<file path="src/design/csc_pkg.sv">
`timescale 1ns / 1ps
// ----------------------------------------------------------------------------
// csc_pkg
// Shared widths, constants, reciprocal multipliers, tables and word types
// for the calendar seconds converter.
// ----------------------------------------------------------------------------
package csc_pkg;

    localparam int unsigned RAW_W    = 39;
    localparam int unsigned YEAR_W   = 14;
    localparam int unsigned MONTH_W  = 4;
    localparam int unsigned DAY_W    = 5;
    localparam int unsigned HOUR_W   = 5;
    localparam int unsigned MIN_W    = 6;
    localparam int unsigned SEC_W    = 6;

    localparam int unsigned DAYNUM_W = 23;   // whole days in a raw count
    localparam int unsigned TOD_W    = 17;   // seconds within a day
    localparam int unsigned DAYS_W   = 22;   // day count of a valid date

    // pipeline
    localparam int unsigned LATENCY  = 8;
    localparam int unsigned CAL_STG  = 3;

    // action codes
    localparam logic ACT_TO_CAL = 1'b0;
    localparam logic ACT_TO_SEC = 1'b1;

    // calendar constants
    localparam int unsigned SECS_PER_DAY  = 86400;
    localparam int unsigned SECS_PER_HOUR = 3600;
    localparam int unsigned SECS_PER_MIN  = 60;
    localparam int unsigned MAX_YEAR      = 9999;
    localparam int unsigned JDN_OFS       = 1721060 + 32044;
    localparam int unsigned DAYS_OFS      = 32075 + 1721060;
    localparam int unsigned YEAR_OFS      = 4800;
    localparam int unsigned YEAR_OFS_C    = 4900;
    localparam int unsigned DAYS_4Y       = 1461;
    localparam int unsigned DAYS_400Y     = 146097;
    localparam int unsigned MON_DIV       = 153;
    localparam int unsigned CENTURY       = 100;

    // 86400 = 675 << 7; divide the high part by 675 with one correction step
    localparam int unsigned DAY_LO_W  = 7;
    localparam int unsigned DAY_HI    = 675;
    localparam int unsigned DIV675_K  = 41;
    localparam longint unsigned DIV675_M = (64'd1 << DIV675_K) / DAY_HI;

    // exact reciprocals: K = input bits + ceil(log2 d), M = ceil(2^K / d)
    localparam int unsigned D400Y_K = 43;
    localparam longint unsigned D400Y_M =
        ((64'd1 << D400Y_K) + DAYS_400Y - 1) / DAYS_400Y;
    localparam int unsigned D4Y_K = 36;
    localparam longint unsigned D4Y_M = ((64'd1 << D4Y_K) + DAYS_4Y - 1) / DAYS_4Y;
    localparam int unsigned DMON_K = 19;
    localparam longint unsigned DMON_M = ((64'd1 << DMON_K) + MON_DIV - 1) / MON_DIV;
    localparam int unsigned DHR_K = 29;
    localparam longint unsigned DHR_M =
        ((64'd1 << DHR_K) + SECS_PER_HOUR - 1) / SECS_PER_HOUR;
    localparam int unsigned DMIN_K = 18;
    localparam longint unsigned DMIN_M =
        ((64'd1 << DMIN_K) + SECS_PER_MIN - 1) / SECS_PER_MIN;
    localparam int unsigned DCY_K = 21;
    localparam longint unsigned DCY_M = ((64'd1 << DCY_K) + CENTURY - 1) / CENTURY;
    localparam int unsigned DCYB_K = 22;
    localparam longint unsigned DCYB_M = ((64'd1 << DCYB_K) + CENTURY - 1) / CENTURY;

    typedef struct packed {
        logic [YEAR_W-1:0]  year;
        logic [MONTH_W-1:0] month;
        logic [DAY_W-1:0]   day;
    } t_date;

    typedef struct packed {
        logic [HOUR_W-1:0] hour;
        logic [MIN_W-1:0]  minute;
        logic [SEC_W-1:0]  sec;
    } t_tod;

    typedef struct packed {
        logic               ok;
        logic [RAW_W-1:0]   secs;
        t_date              date;
        t_tod               tod;
    } t_cal_word;

    function automatic logic [DAY_W-1:0] month_days(input logic [MONTH_W-1:0] mo,
                                                    input logic leap);
        logic [DAY_W-1:0] d;
        case (mo)
            4'd1, 4'd3, 4'd5, 4'd7, 4'd8, 4'd10, 4'd12: d = 5'd31;
            4'd4, 4'd6, 4'd9, 4'd11:                   d = 5'd30;
            4'd2:                                      d = leap ? 5'd29 : 5'd28;
            default:                                   d = 5'd0;
        endcase
        return d;
    endfunction

    // 367 * (month - 2 + 12 * jan_feb) / 12
    function automatic logic [8:0] month_ofs(input logic [MONTH_W-1:0] mo);
        logic [8:0] v;
        case (mo)
            4'd1:    v = 9'd336;
            4'd2:    v = 9'd367;
            4'd3:    v = 9'd30;
            4'd4:    v = 9'd61;
            4'd5:    v = 9'd91;
            4'd6:    v = 9'd122;
            4'd7:    v = 9'd152;
            4'd8:    v = 9'd183;
            4'd9:    v = 9'd214;
            4'd10:   v = 9'd244;
            4'd11:   v = 9'd275;
            4'd12:   v = 9'd305;
            default: v = 9'd0;
        endcase
        return v;
    endfunction

    // (153 * m + 2) / 5, days before March-based month m
    function automatic logic [8:0] mday_ofs(input logic [3:0] m);
        logic [8:0] v;
        case (m)
            4'd0:    v = 9'd0;
            4'd1:    v = 9'd31;
            4'd2:    v = 9'd61;
            4'd3:    v = 9'd92;
            4'd4:    v = 9'd122;
            4'd5:    v = 9'd153;
            4'd6:    v = 9'd184;
            4'd7:    v = 9'd214;
            4'd8:    v = 9'd245;
            4'd9:    v = 9'd275;
            4'd10:   v = 9'd306;
            4'd11:   v = 9'd337;
            default: v = 9'd0;
        endcase
        return v;
    endfunction

endpackage

</file>
<file path="src/design/csc_day_div.sv">
`timescale 1ns / 1ps
// ----------------------------------------------------------------------------
// csc_day_div
// Three-stage split of a raw second count into whole days and seconds of day.
// ----------------------------------------------------------------------------
module csc_day_div (
    input  logic                           i_clk,
    input  logic [csc_pkg::RAW_W-1:0]      i_raw,
    output logic [csc_pkg::DAYNUM_W-1:0]   o_daynum,
    output logic [csc_pkg::TOD_W-1:0]      o_tod
);

    localparam int unsigned LO_W  = csc_pkg::DAY_LO_W;
    localparam int unsigned HI_W  = csc_pkg::RAW_W - LO_W;
    localparam int unsigned P1_W  = 2 * HI_W;
    localparam int unsigned P2_W  = HI_W + 1;
    localparam int unsigned REM_W = 11;
    localparam int unsigned R_W   = 10;

    logic [P1_W-1:0]                 w_p1;
    logic [csc_pkg::DAYNUM_W-1:0]    r_q0_1;
    logic [csc_pkg::RAW_W-1:0]       r_raw_1;
    logic [P2_W-1:0]                 r_prod_2;
    logic [csc_pkg::DAYNUM_W-1:0]    r_q0_2;
    logic [csc_pkg::RAW_W-1:0]       r_raw_2;
    logic [P2_W-1:0]                 w_diff;
    logic [REM_W-1:0]                w_rem;
    logic [csc_pkg::DAYNUM_W-1:0]    n_day;
    logic [R_W-1:0]                  n_r;
    logic [csc_pkg::DAYNUM_W-1:0]    r_day_3;
    logic [csc_pkg::TOD_W-1:0]       r_tod_3;

    assign w_p1 = P1_W'(i_raw[csc_pkg::RAW_W-1:LO_W]) * P1_W'(csc_pkg::DIV675_M);

    // stage 1: estimate, stage 2: back-multiply
    always_ff @(posedge i_clk) begin
        r_q0_1   <= w_p1[csc_pkg::DIV675_K +: csc_pkg::DAYNUM_W];
        r_raw_1  <= i_raw;
        r_prod_2 <= P2_W'(r_q0_1) * P2_W'(csc_pkg::DAY_HI);
        r_q0_2   <= r_q0_1;
        r_raw_2  <= r_raw_1;
    end

    // stage 3: estimate is low by at most one
    assign w_diff = P2_W'(r_raw_2[csc_pkg::RAW_W-1:LO_W]) - r_prod_2;
    assign w_rem  = w_diff[REM_W-1:0];

    always_comb begin
        if (w_rem >= REM_W'(csc_pkg::DAY_HI)) begin
            n_day = r_q0_2 + 1'b1;
            n_r   = R_W'(w_rem - REM_W'(csc_pkg::DAY_HI));
        end else begin
            n_day = r_q0_2;
            n_r   = w_rem[R_W-1:0];
        end
    end

    always_ff @(posedge i_clk) begin
        r_day_3 <= n_day;
        r_tod_3 <= {n_r, r_raw_2[LO_W-1:0]};
    end

    assign o_daynum = r_day_3;
    assign o_tod    = r_tod_3;

endmodule

</file>
<file path="src/design/csc_date_split.sv">
`timescale 1ns / 1ps
// ----------------------------------------------------------------------------
// csc_date_split
// Four-stage Julian-day inverse: day count to year, month and day.
// ----------------------------------------------------------------------------
module csc_date_split (
    input  logic                          i_clk,
    input  logic [csc_pkg::DAYNUM_W-1:0]  i_daynum,
    output csc_pkg::t_date                o_date
);

    localparam int unsigned N_W   = csc_pkg::DAYNUM_W;
    localparam int unsigned X_W   = N_W + 2;
    localparam int unsigned PB_W  = 2 * X_W + 1;
    localparam int unsigned C_W   = 8;
    localparam int unsigned CQ_W  = 10;
    localparam int unsigned Y_W   = 15;
    localparam int unsigned T_W   = 26;
    localparam int unsigned SUB_W = 24;
    localparam int unsigned N2_W  = 9;
    localparam int unsigned M_W   = 4;
    localparam int unsigned XM_W  = 11;
    localparam int unsigned PM_W  = 23;
    localparam int unsigned YR_W  = 16;

    logic [N_W-1:0]   w_n0;
    logic [PB_W-1:0]  w_pc;
    logic [N_W-1:0]   r_n0_4;
    logic [C_W-1:0]   r_c_4;
    logic [CQ_W-1:0]  w_cq;
    logic [N_W-1:0]   w_n1;
    logic [PB_W-1:0]  w_py;
    logic [N_W-1:0]   r_n1_5;
    logic [Y_W-1:0]   r_y_5;
    logic [T_W-1:0]   w_t;
    logic [SUB_W-1:0] w_n2;
    logic [N2_W-1:0]  r_n2_6;
    logic [Y_W-1:0]   r_y_6;
    logic [XM_W-1:0]  w_xm;
    logic [PM_W-1:0]  w_pm;
    logic [M_W-1:0]   r_m_7;
    logic [N2_W-1:0]  r_n2_7;
    logic [Y_W-1:0]   r_y_7;
    logic             w_jf;
    logic [N2_W-1:0]  w_day;
    logic [YR_W-1:0]  w_year;

    // stage 4: centuries
    assign w_n0 = i_daynum + N_W'(csc_pkg::JDN_OFS);
    assign w_pc = PB_W'({w_n0, 2'b11}) * PB_W'(csc_pkg::D400Y_M);

    // stage 5: four-year cycles
    assign w_cq = (CQ_W'(r_c_4) * CQ_W'(3) + CQ_W'(3)) >> 2;
    assign w_n1 = r_n0_4 + N_W'(w_cq);
    assign w_py = PB_W'({w_n1, 2'b11}) * PB_W'(csc_pkg::D4Y_M);

    // stage 6: day of March-based year
    assign w_t  = T_W'(r_y_5) * T_W'(csc_pkg::DAYS_4Y);
    assign w_n2 = SUB_W'(r_n1_5) - w_t[T_W-1:2];

    // stage 7: March-based month
    assign w_xm = XM_W'(r_n2_6) * XM_W'(5) + XM_W'(2);
    assign w_pm = PM_W'(w_xm) * PM_W'(csc_pkg::DMON_M);

    always_ff @(posedge i_clk) begin
        r_n0_4 <= w_n0;
        r_c_4  <= w_pc[csc_pkg::D400Y_K +: C_W];
        r_n1_5 <= w_n1;
        r_y_5  <= w_py[csc_pkg::D4Y_K +: Y_W];
        r_n2_6 <= w_n2[N2_W-1:0];
        r_y_6  <= r_y_5;
        r_m_7  <= w_pm[csc_pkg::DMON_K +: M_W];
        r_n2_7 <= r_n2_6;
        r_y_7  <= r_y_6;
    end

    // final fields, registered by the top level
    assign w_jf   = (r_m_7 >= M_W'(10));
    assign w_day  = r_n2_7 - csc_pkg::mday_ofs(r_m_7) + N2_W'(1);
    assign w_year = YR_W'(r_y_7) + YR_W'(w_jf) - YR_W'(csc_pkg::YEAR_OFS);

    assign o_date.year  = w_year[csc_pkg::YEAR_W-1:0];
    assign o_date.month = w_jf ? (r_m_7 - M_W'(9)) : (r_m_7 + M_W'(3));
    assign o_date.day   = w_day[csc_pkg::DAY_W-1:0];

endmodule

</file>
<file path="src/design/csc_tod_split.sv">
`timescale 1ns / 1ps
// ----------------------------------------------------------------------------
// csc_tod_split
// Four-stage split of seconds of day into hour, minute and second.
// ----------------------------------------------------------------------------
module csc_tod_split (
    input  logic                       i_clk,
    input  logic [csc_pkg::TOD_W-1:0]  i_tod,
    output csc_pkg::t_tod              o_tod
);

    localparam int unsigned T_W   = csc_pkg::TOD_W;
    localparam int unsigned PH_W  = 35;
    localparam int unsigned R_W   = 12;
    localparam int unsigned PM_W  = 25;

    logic [PH_W-1:0]              w_ph;
    logic [csc_pkg::HOUR_W-1:0]   r_hour_4;
    logic [T_W-1:0]               r_tod_4;
    logic [T_W-1:0]               w_hs;
    logic [T_W-1:0]               w_rem5;
    logic [csc_pkg::HOUR_W-1:0]   r_hour_5;
    logic [R_W-1:0]               r_rem_5;
    logic [PM_W-1:0]              w_pm;
    logic [csc_pkg::HOUR_W-1:0]   r_hour_6;
    logic [csc_pkg::MIN_W-1:0]    r_min_6;
    logic [R_W-1:0]               r_rem_6;
    logic [R_W-1:0]               w_sec;
    logic [csc_pkg::HOUR_W-1:0]   r_hour_7;
    logic [csc_pkg::MIN_W-1:0]    r_min_7;
    logic [csc_pkg::SEC_W-1:0]    r_sec_7;

    assign w_ph   = PH_W'(i_tod) * PH_W'(csc_pkg::DHR_M);
    assign w_hs   = T_W'(r_hour_4) * T_W'(csc_pkg::SECS_PER_HOUR);
    assign w_rem5 = r_tod_4 - w_hs;
    assign w_pm   = PM_W'(r_rem_5) * PM_W'(csc_pkg::DMIN_M);
    assign w_sec  = r_rem_6 - R_W'(r_min_6) * R_W'(csc_pkg::SECS_PER_MIN);

    always_ff @(posedge i_clk) begin
        r_hour_4 <= w_ph[csc_pkg::DHR_K +: csc_pkg::HOUR_W];
        r_tod_4  <= i_tod;
        r_hour_5 <= r_hour_4;
        r_rem_5  <= w_rem5[R_W-1:0];
        r_hour_6 <= r_hour_5;
        r_min_6  <= w_pm[csc_pkg::DMIN_K +: csc_pkg::MIN_W];
        r_rem_6  <= r_rem_5;
        r_hour_7 <= r_hour_6;
        r_min_7  <= r_min_6;
        r_sec_7  <= w_sec[csc_pkg::SEC_W-1:0];
    end

    assign o_tod.hour   = r_hour_7;
    assign o_tod.minute = r_min_7;
    assign o_tod.sec    = r_sec_7;

endmodule

</file>
<file path="src/design/csc_cal_to_secs.sv">
`timescale 1ns / 1ps
// ----------------------------------------------------------------------------
// csc_cal_to_secs
// Three-stage field check and day-number formula, calendar fields to seconds.
// ----------------------------------------------------------------------------
module csc_cal_to_secs (
    input  logic                          i_clk,
    input  logic [csc_pkg::YEAR_W-1:0]    i_year,
    input  logic [csc_pkg::MONTH_W-1:0]   i_month,
    input  logic [csc_pkg::DAY_W-1:0]     i_day,
    input  logic [csc_pkg::HOUR_W-1:0]    i_hour,
    input  logic [csc_pkg::MIN_W-1:0]     i_minute,
    input  logic [csc_pkg::SEC_W-1:0]     i_sec,
    output csc_pkg::t_cal_word            o_word
);

    localparam int unsigned YA_W  = 15;
    localparam int unsigned T1P_W = 25;
    localparam int unsigned T1_W  = T1P_W - 2;
    localparam int unsigned P3_W  = 31;
    localparam int unsigned Q3_W  = 9;
    localparam int unsigned PC_W  = 29;
    localparam int unsigned QC_W  = 8;
    localparam int unsigned T3_W  = 10;
    localparam int unsigned SUM_W = 24;
    localparam int unsigned TOD_W = csc_pkg::TOD_W;
    localparam int unsigned RAW_W = csc_pkg::RAW_W;
    localparam int unsigned Y_W   = csc_pkg::YEAR_W;

    logic                          w_jf;
    logic [YA_W-1:0]               w_ya;
    logic [YA_W-1:0]               w_yb;
    logic [T1P_W-1:0]              w_t1p;
    logic [P3_W-1:0]               w_p3;
    logic [PC_W-1:0]               w_pc;
    logic                          w_ok1;

    logic                          r_ok_1;
    logic [T1_W-1:0]               r_t1_1;
    logic [8:0]                    r_t2_1;
    logic [Q3_W-1:0]               r_q3_1;
    logic [QC_W-1:0]               r_qc_1;
    csc_pkg::t_date                r_date_1;
    csc_pkg::t_tod                 r_tod_1;

    logic [Y_W-1:0]                w_ymod;
    logic                          w_leap;
    logic [csc_pkg::DAY_W-1:0]     w_lim;
    logic [T3_W-1:0]               w_t3;
    logic [SUM_W-1:0]              w_days;
    logic [TOD_W-1:0]              w_hms;

    logic                          r_ok_2;
    logic [csc_pkg::DAYS_W-1:0]    r_days_2;
    logic [TOD_W-1:0]              r_hms_2;
    csc_pkg::t_date                r_date_2;
    csc_pkg::t_tod                 r_tod_2;

    csc_pkg::t_cal_word            r_word_3;

    // stage 1: range checks and the independent products
    assign w_jf  = (i_month <= csc_pkg::MONTH_W'(2));
    assign w_ya  = YA_W'(i_year) + YA_W'(csc_pkg::YEAR_OFS) - YA_W'(w_jf);
    assign w_yb  = YA_W'(i_year) + YA_W'(csc_pkg::YEAR_OFS_C) - YA_W'(w_jf);
    assign w_t1p = T1P_W'(w_ya) * T1P_W'(csc_pkg::DAYS_4Y);
    assign w_p3  = P3_W'(w_yb) * P3_W'(csc_pkg::DCYB_M);
    assign w_pc  = PC_W'(i_year) * PC_W'(csc_pkg::DCY_M);
    assign w_ok1 = (i_month >= csc_pkg::MONTH_W'(1)) && (i_month <= csc_pkg::MONTH_W'(12))
                && (i_year <= Y_W'(csc_pkg::MAX_YEAR))
                && (i_hour <= csc_pkg::HOUR_W'(23))
                && (i_minute <= csc_pkg::MIN_W'(59))
                && (i_sec <= csc_pkg::SEC_W'(59));

    always_ff @(posedge i_clk) begin
        r_ok_1         <= w_ok1;
        r_t1_1         <= w_t1p[T1P_W-1:2];
        r_t2_1         <= csc_pkg::month_ofs(i_month);
        r_q3_1         <= w_p3[csc_pkg::DCYB_K +: Q3_W];
        r_qc_1         <= w_pc[csc_pkg::DCY_K +: QC_W];
        r_date_1.year  <= i_year;
        r_date_1.month <= i_month;
        r_date_1.day   <= i_day;
        r_tod_1.hour   <= i_hour;
        r_tod_1.minute <= i_minute;
        r_tod_1.sec    <= i_sec;
    end

    // stage 2: leap rule, day check, day count, seconds of day
    assign w_ymod = r_date_1.year - Y_W'(r_qc_1) * Y_W'(csc_pkg::CENTURY);
    assign w_leap = (r_date_1.year[1:0] == 2'b00)
                 && ((w_ymod != '0) || (r_qc_1[1:0] == 2'b00));
    assign w_lim  = csc_pkg::month_days(r_date_1.month, w_leap);
    assign w_t3   = (T3_W'(r_q3_1) * T3_W'(3)) >> 2;
    assign w_days = SUM_W'(r_t1_1) + SUM_W'(r_t2_1) + SUM_W'(r_date_1.day)
                  - SUM_W'(w_t3) - SUM_W'(csc_pkg::DAYS_OFS);
    assign w_hms  = TOD_W'(r_tod_1.hour) * TOD_W'(csc_pkg::SECS_PER_HOUR)
                  + TOD_W'(r_tod_1.minute) * TOD_W'(csc_pkg::SECS_PER_MIN)
                  + TOD_W'(r_tod_1.sec);

    always_ff @(posedge i_clk) begin
        r_ok_2   <= r_ok_1 && (r_date_1.day != '0) && (r_date_1.day <= w_lim);
        r_days_2 <= w_days[csc_pkg::DAYS_W-1:0];
        r_hms_2  <= w_hms;
        r_date_2 <= r_date_1;
        r_tod_2  <= r_tod_1;
    end

    // stage 3: seconds
    always_ff @(posedge i_clk) begin
        r_word_3.ok   <= r_ok_2;
        r_word_3.secs <= RAW_W'(r_days_2) * RAW_W'(csc_pkg::SECS_PER_DAY) + RAW_W'(r_hms_2);
        r_word_3.date <= r_date_2;
        r_word_3.tod  <= r_tod_2;
    end

    assign o_word = r_word_3;

endmodule

</file>
<file path="src/design/calendar_seconds_converter.sv">
`timescale 1ns / 1ps
// ----------------------------------------------------------------------------
// calendar_seconds_converter
// Throughput: one word per cycle; busy stays low, the pipeline never stalls.
// Depth is set by the chained constant divisions of the day-number inverse,
// at most one reciprocal multiply per stage.
// Reset clears the stage valid bits and the strobe; words in flight are lost.
// ----------------------------------------------------------------------------
module calendar_seconds_converter (
    input  logic                          i_clk,
    input  logic                          i_rst_n,
    input  logic                          start,
    output logic                          busy,
    input  logic                          i_action,
    input  logic [csc_pkg::RAW_W-1:0]     i_raw_seconds,
    input  logic [csc_pkg::YEAR_W-1:0]    i_in_year,
    input  logic [csc_pkg::MONTH_W-1:0]   i_in_month,
    input  logic [csc_pkg::DAY_W-1:0]     i_in_day,
    input  logic [csc_pkg::HOUR_W-1:0]    i_in_hour,
    input  logic [csc_pkg::MIN_W-1:0]     i_in_minute,
    input  logic [csc_pkg::SEC_W-1:0]     i_in_sec,
    output logic                          o_strobe,
    output logic [csc_pkg::RAW_W-1:0]     o_total_seconds,
    output logic [csc_pkg::YEAR_W-1:0]    o_out_year,
    output logic [csc_pkg::MONTH_W-1:0]   o_out_month,
    output logic [csc_pkg::DAY_W-1:0]     o_out_day,
    output logic [csc_pkg::HOUR_W-1:0]    o_out_hour,
    output logic [csc_pkg::MIN_W-1:0]     o_out_minute,
    output logic [csc_pkg::SEC_W-1:0]     o_out_sec,
    output logic                          o_valid_res
);

    localparam int unsigned LAST = csc_pkg::LATENCY - 1;

    logic                               w_take;
    logic [LAST:1]                      r_vld;
    logic [LAST:1]                      r_act;
    logic [csc_pkg::RAW_W-1:0]          r_raw [1:LAST];
    csc_pkg::t_cal_word                 r_cal [csc_pkg::CAL_STG+1:LAST];

    logic [csc_pkg::DAYNUM_W-1:0]       w_daynum;
    logic [csc_pkg::TOD_W-1:0]          w_tod_secs;
    csc_pkg::t_date                     w_date;
    csc_pkg::t_tod                      w_tod;
    csc_pkg::t_cal_word                 w_cal;

    logic                               r_strobe;
    logic                               n_valid_res;
    logic [csc_pkg::RAW_W-1:0]          n_total;
    csc_pkg::t_date                     n_date;
    csc_pkg::t_tod                      n_tod;
    logic                               r_valid_res;
    logic [csc_pkg::RAW_W-1:0]          r_total;
    csc_pkg::t_date                     r_date;
    csc_pkg::t_tod                      r_tod;

    assign busy   = 1'b0;
    assign w_take = start & ~busy;

    csc_day_div u_day_div (
        .i_clk    (i_clk),
        .i_raw    (i_raw_seconds),
        .o_daynum (w_daynum),
        .o_tod    (w_tod_secs)
    );

    csc_date_split u_date_split (
        .i_clk    (i_clk),
        .i_daynum (w_daynum),
        .o_date   (w_date)
    );

    csc_tod_split u_tod_split (
        .i_clk (i_clk),
        .i_tod (w_tod_secs),
        .o_tod (w_tod)
    );

    csc_cal_to_secs u_cal_to_secs (
        .i_clk    (i_clk),
        .i_year   (i_in_year),
        .i_month  (i_in_month),
        .i_day    (i_in_day),
        .i_hour   (i_in_hour),
        .i_minute (i_in_minute),
        .i_sec    (i_in_sec),
        .o_word   (w_cal)
    );

    // valid bits
    always_ff @(posedge i_clk) begin
        if (!i_rst_n) begin
            r_vld    <= '0;
            r_strobe <= 1'b0;
        end else begin
            r_vld    <= {r_vld[LAST-1:1], w_take};
            r_strobe <= r_vld[LAST];
        end
    end

    // side data traveling with the word
    always_ff @(posedge i_clk) begin
        r_act    <= {r_act[LAST-1:1], i_action};
        r_raw[1] <= i_raw_seconds;
        for (int k = 2; k <= LAST; k++) begin
            r_raw[k] <= r_raw[k-1];
        end
        r_cal[csc_pkg::CAL_STG+1] <= w_cal;
        for (int k = csc_pkg::CAL_STG + 2; k <= LAST; k++) begin
            r_cal[k] <= r_cal[k-1];
        end
    end

    // result select
    always_comb begin
        if (r_act[LAST] == csc_pkg::ACT_TO_CAL) begin
            n_valid_res = 1'b1;
            n_total     = r_raw[LAST];
            n_date      = w_date;
            n_tod       = w_tod;
        end else if (r_cal[LAST].ok) begin
            n_valid_res = 1'b1;
            n_total     = r_cal[LAST].secs;
            n_date      = r_cal[LAST].date;
            n_tod       = r_cal[LAST].tod;
        end else begin
            n_valid_res = 1'b0;
            n_total     = '0;
            n_date      = '0;
            n_tod       = '0;
        end
    end

    always_ff @(posedge i_clk) begin
        r_valid_res <= n_valid_res;
        r_total     <= n_total;
        r_date      <= n_date;
        r_tod       <= n_tod;
    end

    assign o_strobe        = r_strobe;
    assign o_valid_res     = r_valid_res;
    assign o_total_seconds = r_total;
    assign o_out_year      = r_date.year;
    assign o_out_month     = r_date.month;
    assign o_out_day       = r_date.day;
    assign o_out_hour      = r_tod.hour;
    assign o_out_minute    = r_tod.minute;
    assign o_out_sec       = r_tod.sec;

endmodule

</file>
<file path="config.mk">
export PLATFORM = sky130hd
export DESIGN_NAME = calendar_seconds_converter
export DESIGN_NICKNAME = d
export VERILOG_FILES = /design/src/design/csc_pkg.sv /design/src/design/csc_day_div.sv /design/src/design/csc_date_split.sv /design/src/design/csc_tod_split.sv /design/src/design/csc_cal_to_secs.sv /design/src/design/calendar_seconds_converter.sv
export SDC_FILE = /design/constraint.sdc
export NUM_CORES = 2
export LEC_CHECK = 0
export BUFFER_PORTS_ARGS = -buffer_cell sky130_fd_sc_hd__buf_2
export CAP_MARGIN = 20
export CORE_UTILIZATION = 25
export CTS_CLUSTER_DIAMETER = 50
export DETAILED_ROUTE_END_ITERATION = 7
export PLACE_DENSITY = 0.45
export SETUP_SLACK_MARGIN = 0.05
export SYNTH_ARGS = -nofsm -noshare
export SYNTH_HDL_FRONTEND = slang
export SYNTH_SLANG_ARGS = --single-unit
</file>
<file path="constraint.sdc">
create_clock -name i_clk -period 18.5 [get_ports i_clk]
set_input_delay 0 -clock i_clk [delete_from_list [all_inputs] [get_ports i_clk]]
set_output_delay 0 -clock i_clk [all_outputs]
set_load 0.03 [all_outputs]
</file>
Word-level counts from Yosys, hierarchy flattened
Memories as Yosys holds them, arrays and structs flattened. A register that Yosys moved wholly into a read port is not among the register bits.
Cells that the tools add are included.
- equal/unequal tests: 12
- bitwise operators: 0
- muxes and demuxes: 12
- divide/modulo/power cells: 0
- magnitude comparators: 10
- add/subtract/negate cells: 28
- reduce and logical (&&, ||, !) cells: 15
- shift-type cells: 0
- multiply operators: 20
- operator list (cell ; count):
    $mux W39 ; 2
    $mux W23 ; 3
    $mul A32 B31 Y63 const B ; 1
    $mul A25 B26 Y51 const B ; 1
    $mul A25 B24 Y49 const B ; 1
    $add A39 B17 Y39 ; 1
    $mul A17 B18 Y34 const B ; 1
    $mux W17 ; 2
    $mul A22 B10 Y32 const B ; 1
    $add A14 B13 Y15 const B ; 2
    $sub A15 B1 Y15 ; 2
    $mul A15 B13 Y28 const B ; 1
    $mul A14 B13 Y27 const B ; 1
    $mul A15 B11 Y24 const B ; 1
    $add A23 B1 Y23 const B ; 1
    $add A23 B21 Y23 const B ; 1
    $add A23 B8 Y23 ; 1
    $mul A11 B12 Y23 const B ; 1
    $mul A12 B12 Y23 const B ; 1
    $mul A23 B10 Y11 const B ; 1
    $add A22 B5 Y22 ; 1
    $add A22 B9 Y22 ; 1
    $sub A22 B21 Y22 const B ; 1
    $sub A22 B8 Y22 ; 1
    other kinds (49) ; 67
- register bits: 637
- output and inout bits: 82
- bits in read-only memories: 288
- memories kept: 4
- latch bits: 0
- RAM bits: 593
- memories (name ; words ; bits a word ; rd ports ; clocked after Yosys merged registers in ; wr ports ; RTL line ; RTL):
    r_cal ; 4 ; 80 ; 4 ; 0 ; 4 ; calendar_seconds_converter.sv:39 ; csc_pkg::t_cal_word r_cal [csc_pkg::CAL_STG+1:LAST];
    r_raw ; 7 ; 39 ; 7 ; 0 ; 7 ; calendar_seconds_converter.sv:38 ; logic [csc_pkg::RAW_W-1:0] r_raw [1:LAST];
    (name not given) ; 16 ; 9 ; 1 ; 1 ; 0 ; csc_pkg.sv:102 ; case (mo)
    (name not given) ; 16 ; 9 ; 1 ; 1 ; 0 ; csc_pkg.sv:123 ; case (m)

Logic depth before layout (Yosys ltp)
- word-level depth: 9
- depth in mapped cells: 42
- mapped depth without buffers: 42

Modules after synthesis
A second synthesis with hierarchy kept.
- cell total of the unflattened synthesis: 8556
- area, all modules: 93448.4 µm²
- by module, submodules not included (module ; times used ; area an instance (µm²) ; seq. area each (µm²) ; cells each):
    csc_date_split ; 1 ; 27881.7 ; 2102.0 ; 2763
    csc_cal_to_secs ; 1 ; 25346.8 ; 4904.7 ; 2556
    csc_day_div ; 1 ; 18138.6 ; 2642.5 ; 1732
    calendar_seconds_converter ; 1 ; 14654.1 ; 13773.2 ; 799
    csc_tod_split ; 1 ; 7427.1 ; 1361.3 ; 706

Least setup slack after synthesis
OpenSTA, ideal clock, no wires.
- path type: flip-flop to flip-flop
- start: register u_date_split.r_c_4[2]
- end: register u_date_split.r_y_5[12]
- required time: 18428 ps
- arrival: 9266 ps
- library setup time: 72 ps
- path slack: 9162 ps
- cell stages (with the launch flop): 37
- path buffers: 0
- cells stage by stage: dfxtp_1 -> ha_1 -> ha_1 -> a31o_2 -> a21oi_1 -> xnor2_1 -> ha_1 -> nor2b_1 -> o21ai_0 -> a21boi_0 -> o21ai_0 -> a21boi_0 -> o21a_1 -> o211ai_1 -> nor2_1 -> xor2_1 -> inv_1 -> fa_1 -> fa_1 -> inv_1 -> fa_1 -> inv_1 -> fa_1 -> fa_1 -> fa_1 -> fa_1 -> inv_1 -> ha_1 -> o21ai_0 -> a2111oi_0 -> a21oi_1 -> o31ai_1 -> a21oi_1 -> o21ai_0 -> a21oi_1 -> o21ai_0 -> xnor2_1
- word-level cells in the longest chain between the ends: 4
- ends and longest elaborated chain (what ; RTL line ; RTL):
    start: declaration ; csc_date_split.sv:29 ; logic [C_W-1:0] r_c_4;
    start signal: assignment ; csc_date_split.sv:67 ; r_c_4 <= w_pc[csc_pkg::D400Y_K +: C_W];
    $mul A8 B2 Y10 ; csc_date_split.sv:53 ; assign w_cq = (CQ_W'(r_c_4) * CQ_W'(3) + CQ_W'(3)) >> 2;
    $add A10 B2 Y10 ; csc_date_split.sv:53 ;
    $add A23 B8 Y23 ; csc_date_split.sv:54 ; assign w_n1 = r_n0_4 + N_W'(w_cq);
    $mul A25 B26 Y51 ; csc_date_split.sv:55 ; assign w_py = PB_W'({w_n1, 2'b11}) * PB_W'(csc_pkg::D4Y_M);
    via u_date_split.w_py[48] ; csc_date_split.sv:32 ; logic [PB_W-1:0] w_py;
    end signal: assignment ; csc_date_split.sv:69 ; r_y_5 <= w_py[csc_pkg::D4Y_K +: Y_W];
    end: declaration ; csc_date_split.sv:34 ; logic [Y_W-1:0] r_y_5;
The timed path passes the listed nets, and every way through them passes these cells.
A chain may end at the register's enable or synchronous reset.

Final worst setup path
- start: register u_date_split.r_c_4[2]
- end: register u_date_split.r_y_5[13]
The elaborated chain is that of the path after synthesis.

==> impl_metrics.ini <==
[run]
maxCapViolations = 0

[outcome]
status = finished, final reports clean

[placed_design]
place_area_mm2 = 0.09666
io_buffers = 163
globalplace.congestion = 0.8630
dpl.hpwl_um = 186900

[worst_setup_path]
cp.required_ps = 19210
slowest_delay_ps = 710
critical_path_buf_inv_count = 6
end_kind = flip-flop
path_delay_family = adder cells
cp_max_fo = 7
worstSetupPathType = reg -> reg
critPathArrivalTime_ps = 12080
slowest_stage = xor2_1
cp-start-kind = flip-flop

[timing]
finalCriticalPeriod_ps = 11360
drv_slew = 0
setup_viol = 0
hold-worst-slack_ps = 80.01
max_freq_mhz = 88.00
rsz0062_at_grt = no
period_share_pct = 61.43
finalClockSkew_ps = 77.67
hold_viol = 0
worst_pin_slew_ps = 1123
setup_tns_ps = 0
relSlewSlack_pct = 24.89

[finish]
final_area_mm2 = 0.1037
final_cell_mix = inv_1 (2090), ha_1 (1876), dfxtp_1 (1168), fa_1 (1113), xnor2_1 (293)
syn_to_final_growth_pct = 15.30
final_common_cell = inv_1
nNetsFinal = 11720
seqCellArea_mm2 = 0.02338
nFillCells = 37110
multi_input_area_mm2 = 0.05849
drive_above_1_share_pct = 5.935
fin_util_pct = 29.06

[routing]
vias = 54740
viasPerCell = 4.045
ant_nets = 0
drc = 0
detail_route.first_pass.iterations = 5
drt-wirelength-per-cell_um = 16.28
dr.first_iter.drc_count = 1800
wirelength_um = 220300

[clock_network]
cts_tree = done
cts.clk_slew.worst_paths_ps = 60
cts_root_buf = clkbuf_16
cts_made_buffers = 164
clockBufferDepth = 4
clock_sinks = 1168
cts_resized = 0
clk-insertion-delay-late_ps = 840
h-tree-depth = 4

[synth]
syn_avg_cell_area_um2 = 10.94
ys_ff_latch = 1168
ys_types = 91
synth_nets = 11290
synth_seq_area_share_pct = 26.01
synth_ff_type = dfxtp_1
synth_warnings = 0
netlist_area_mm2 = 0.08991
synth_edf_count = 0
async_flop_share_pct = 0
synthCells = 8215

[floorplanning]
die_area_mm2 = 0.3621
die_w_um = 601.7
rows = 219
io_pins = 165
core_mm2 = 0.3568
die_h_um = 601.7
start_util_pct = 25.20

[global_route]
grtUsageTotal_pct = 12.44
grt_overflow = 0
grt_pass1_wl_um = 350900
antenna_found_initial = 9
first_global_vias = 61160
grt_max_degree = 41

[hold_path]
min-delay-path-class = in -> reg
-- final cells by class --
cell class | count | share of cell area, %
diodes | 3 | 0.007241
multi-input cells | 4918 | 56.42
repair buffers | 308 | 2.131
clock buffers | 188 | 4.190
well taps | 4751 | 5.734
flip-flops and latches | 1168 | 22.55
clock inverters | 106 | 1.394
inverters | 2091 | 7.572
-- cells by family (layout without fill, tap and decap cells) --
group,after synthesis,count (layout),synth area share [%]
other,1,4,0.004171
AND/OR/NAND/NOR,670,670,3.700
XOR/XNOR,422,422,4.168
AO/OA/AOI/OAI,827,827,6.176
multiplexers,9,9,0.1141
buffers and inverters,2129,2693,8.945
flip-flops,1168,1168,26.01
adder cells (fa/ha/maj),2989,2989,50.89
-- metrics by stage --
| stage | cells | worst slack [ps] |
|---|---|---|
| CTS | 13530 | 7187 |
| global placement | 13110 | 7251 |
| global route | 13530 | 6481 |
| finish | 13530 | 7136 |
| detailed placement | 13110 | 7201 |
| floorplan | 8215 | 9162 |
-- cells in the mapped netlist (all sizes together), types with 27 or more instances --
| cell | n | area, µm² |
|---|---|---|
| nand4 | 49 | 306.5 |
| nor3 | 57 | 285.3 |
| nor2b | 45 | 281.5 |
| inv | 2091 | 7849 |
| a22o | 58 | 508.0 |
| a211oi | 29 | 227.7 |
| o21a | 40 | 300.3 |
| a21oi | 223 | 1131 |
| and3 | 27 | 173.9 |
| nand3 | 62 | 327.8 |
| nand2b | 31 | 193.9 |
| xor2 | 125 | 1110 |
| xnor2 | 296 | 2615 |
| o21ai | 133 | 669.4 |
| dfxtp | 1168 | 23380 |
| nor2 | 171 | 641.9 |
| ha | 1876 | 23470 |
| clkbuf | 27 | 116.4 |
| o21bai | 57 | 427.9 |
| nand2 | 149 | 561.8 |
| a21o | 143 | 1076 |
| fa | 1113 | 22280 |
-- routing by layer --
layer / GRT usage (%) / share of wire (%) / up-vias
met1: 15.57 / 45 / 26960
met3: 1.515 / 2.7 / 262
met2: 22.53 / 50 / 580
met5: 0 / 0.0059 / -
met4: 2.999 / 2.4 / 2
li1: - / - / 26940
-- worst reg2reg max path, delay by kind of cell (launching register included) --
family / cells / cell delay [ps]
buffers and inverters: 6 / 440
AOI/OAI and AO/OA: 18 / 4570
and+or+nand+nor: 2 / 280
DFF: 1 / 410
adders and majority gates: 11 / 4580
xor gates and xnor gates: 3 / 1030
-- repair_timing --
item / CTS / global route
buffers inserted: 0 / 0
endpoints found under the hold margin: 98 / 0
hold buffers: 122 / 0
-- sequential cells by signal, summed over array words and instances (netlist names), 14 cells and up, named ones only --
signal	cells
o_out_year	14
o_total_seconds	39
r_cal	312
r_raw	215
u_cal_to_secs.o_word	78
u_cal_to_secs.r_date_1	23
u_cal_to_secs.r_date_2	23
u_cal_to_secs.r_days_2	22
u_cal_to_secs.r_hms_2	17
u_cal_to_secs.r_t1_1	22
u_cal_to_secs.r_tod_1	17
u_cal_to_secs.r_tod_2	15
u_date_split.r_n0_4	23
u_date_split.r_y_5	14
u_date_split.r_y_6	14
u_date_split.r_y_7	14
u_day_div.o_daynum	23
u_day_div.o_tod	17
u_day_div.r_q0_1	23
u_day_div.r_q0_2	22
u_day_div.r_raw_1	17
u_day_div.r_raw_2	17
-- worst paths after layout --
path / startpoint / endpoint / slack (ps) / cells past startpoint
worst max register to register: u_date_split.r_c_4[2]$_DFF_P_ / u_date_split.r_y_5[13]$_DFF_P_ / 7140 / 40
worst max-delay path: u_date_split.r_c_4[2]$_DFF_P_ / u_date_split.r_y_5[13]$_DFF_P_ / 7140 / 40
worst min register to register: r_act[6]$_DFF_P_ / r_act[7]$_DFF_P_ / 290 / 0
worst min-delay path: i_in_year[7] / u_cal_to_secs.r_date_1[16]$_DFF_P_ / 80 / 2
Power is not shown: default switching activity piles up to over one toggle a cycle in this logic, so the estimate is an artifact.
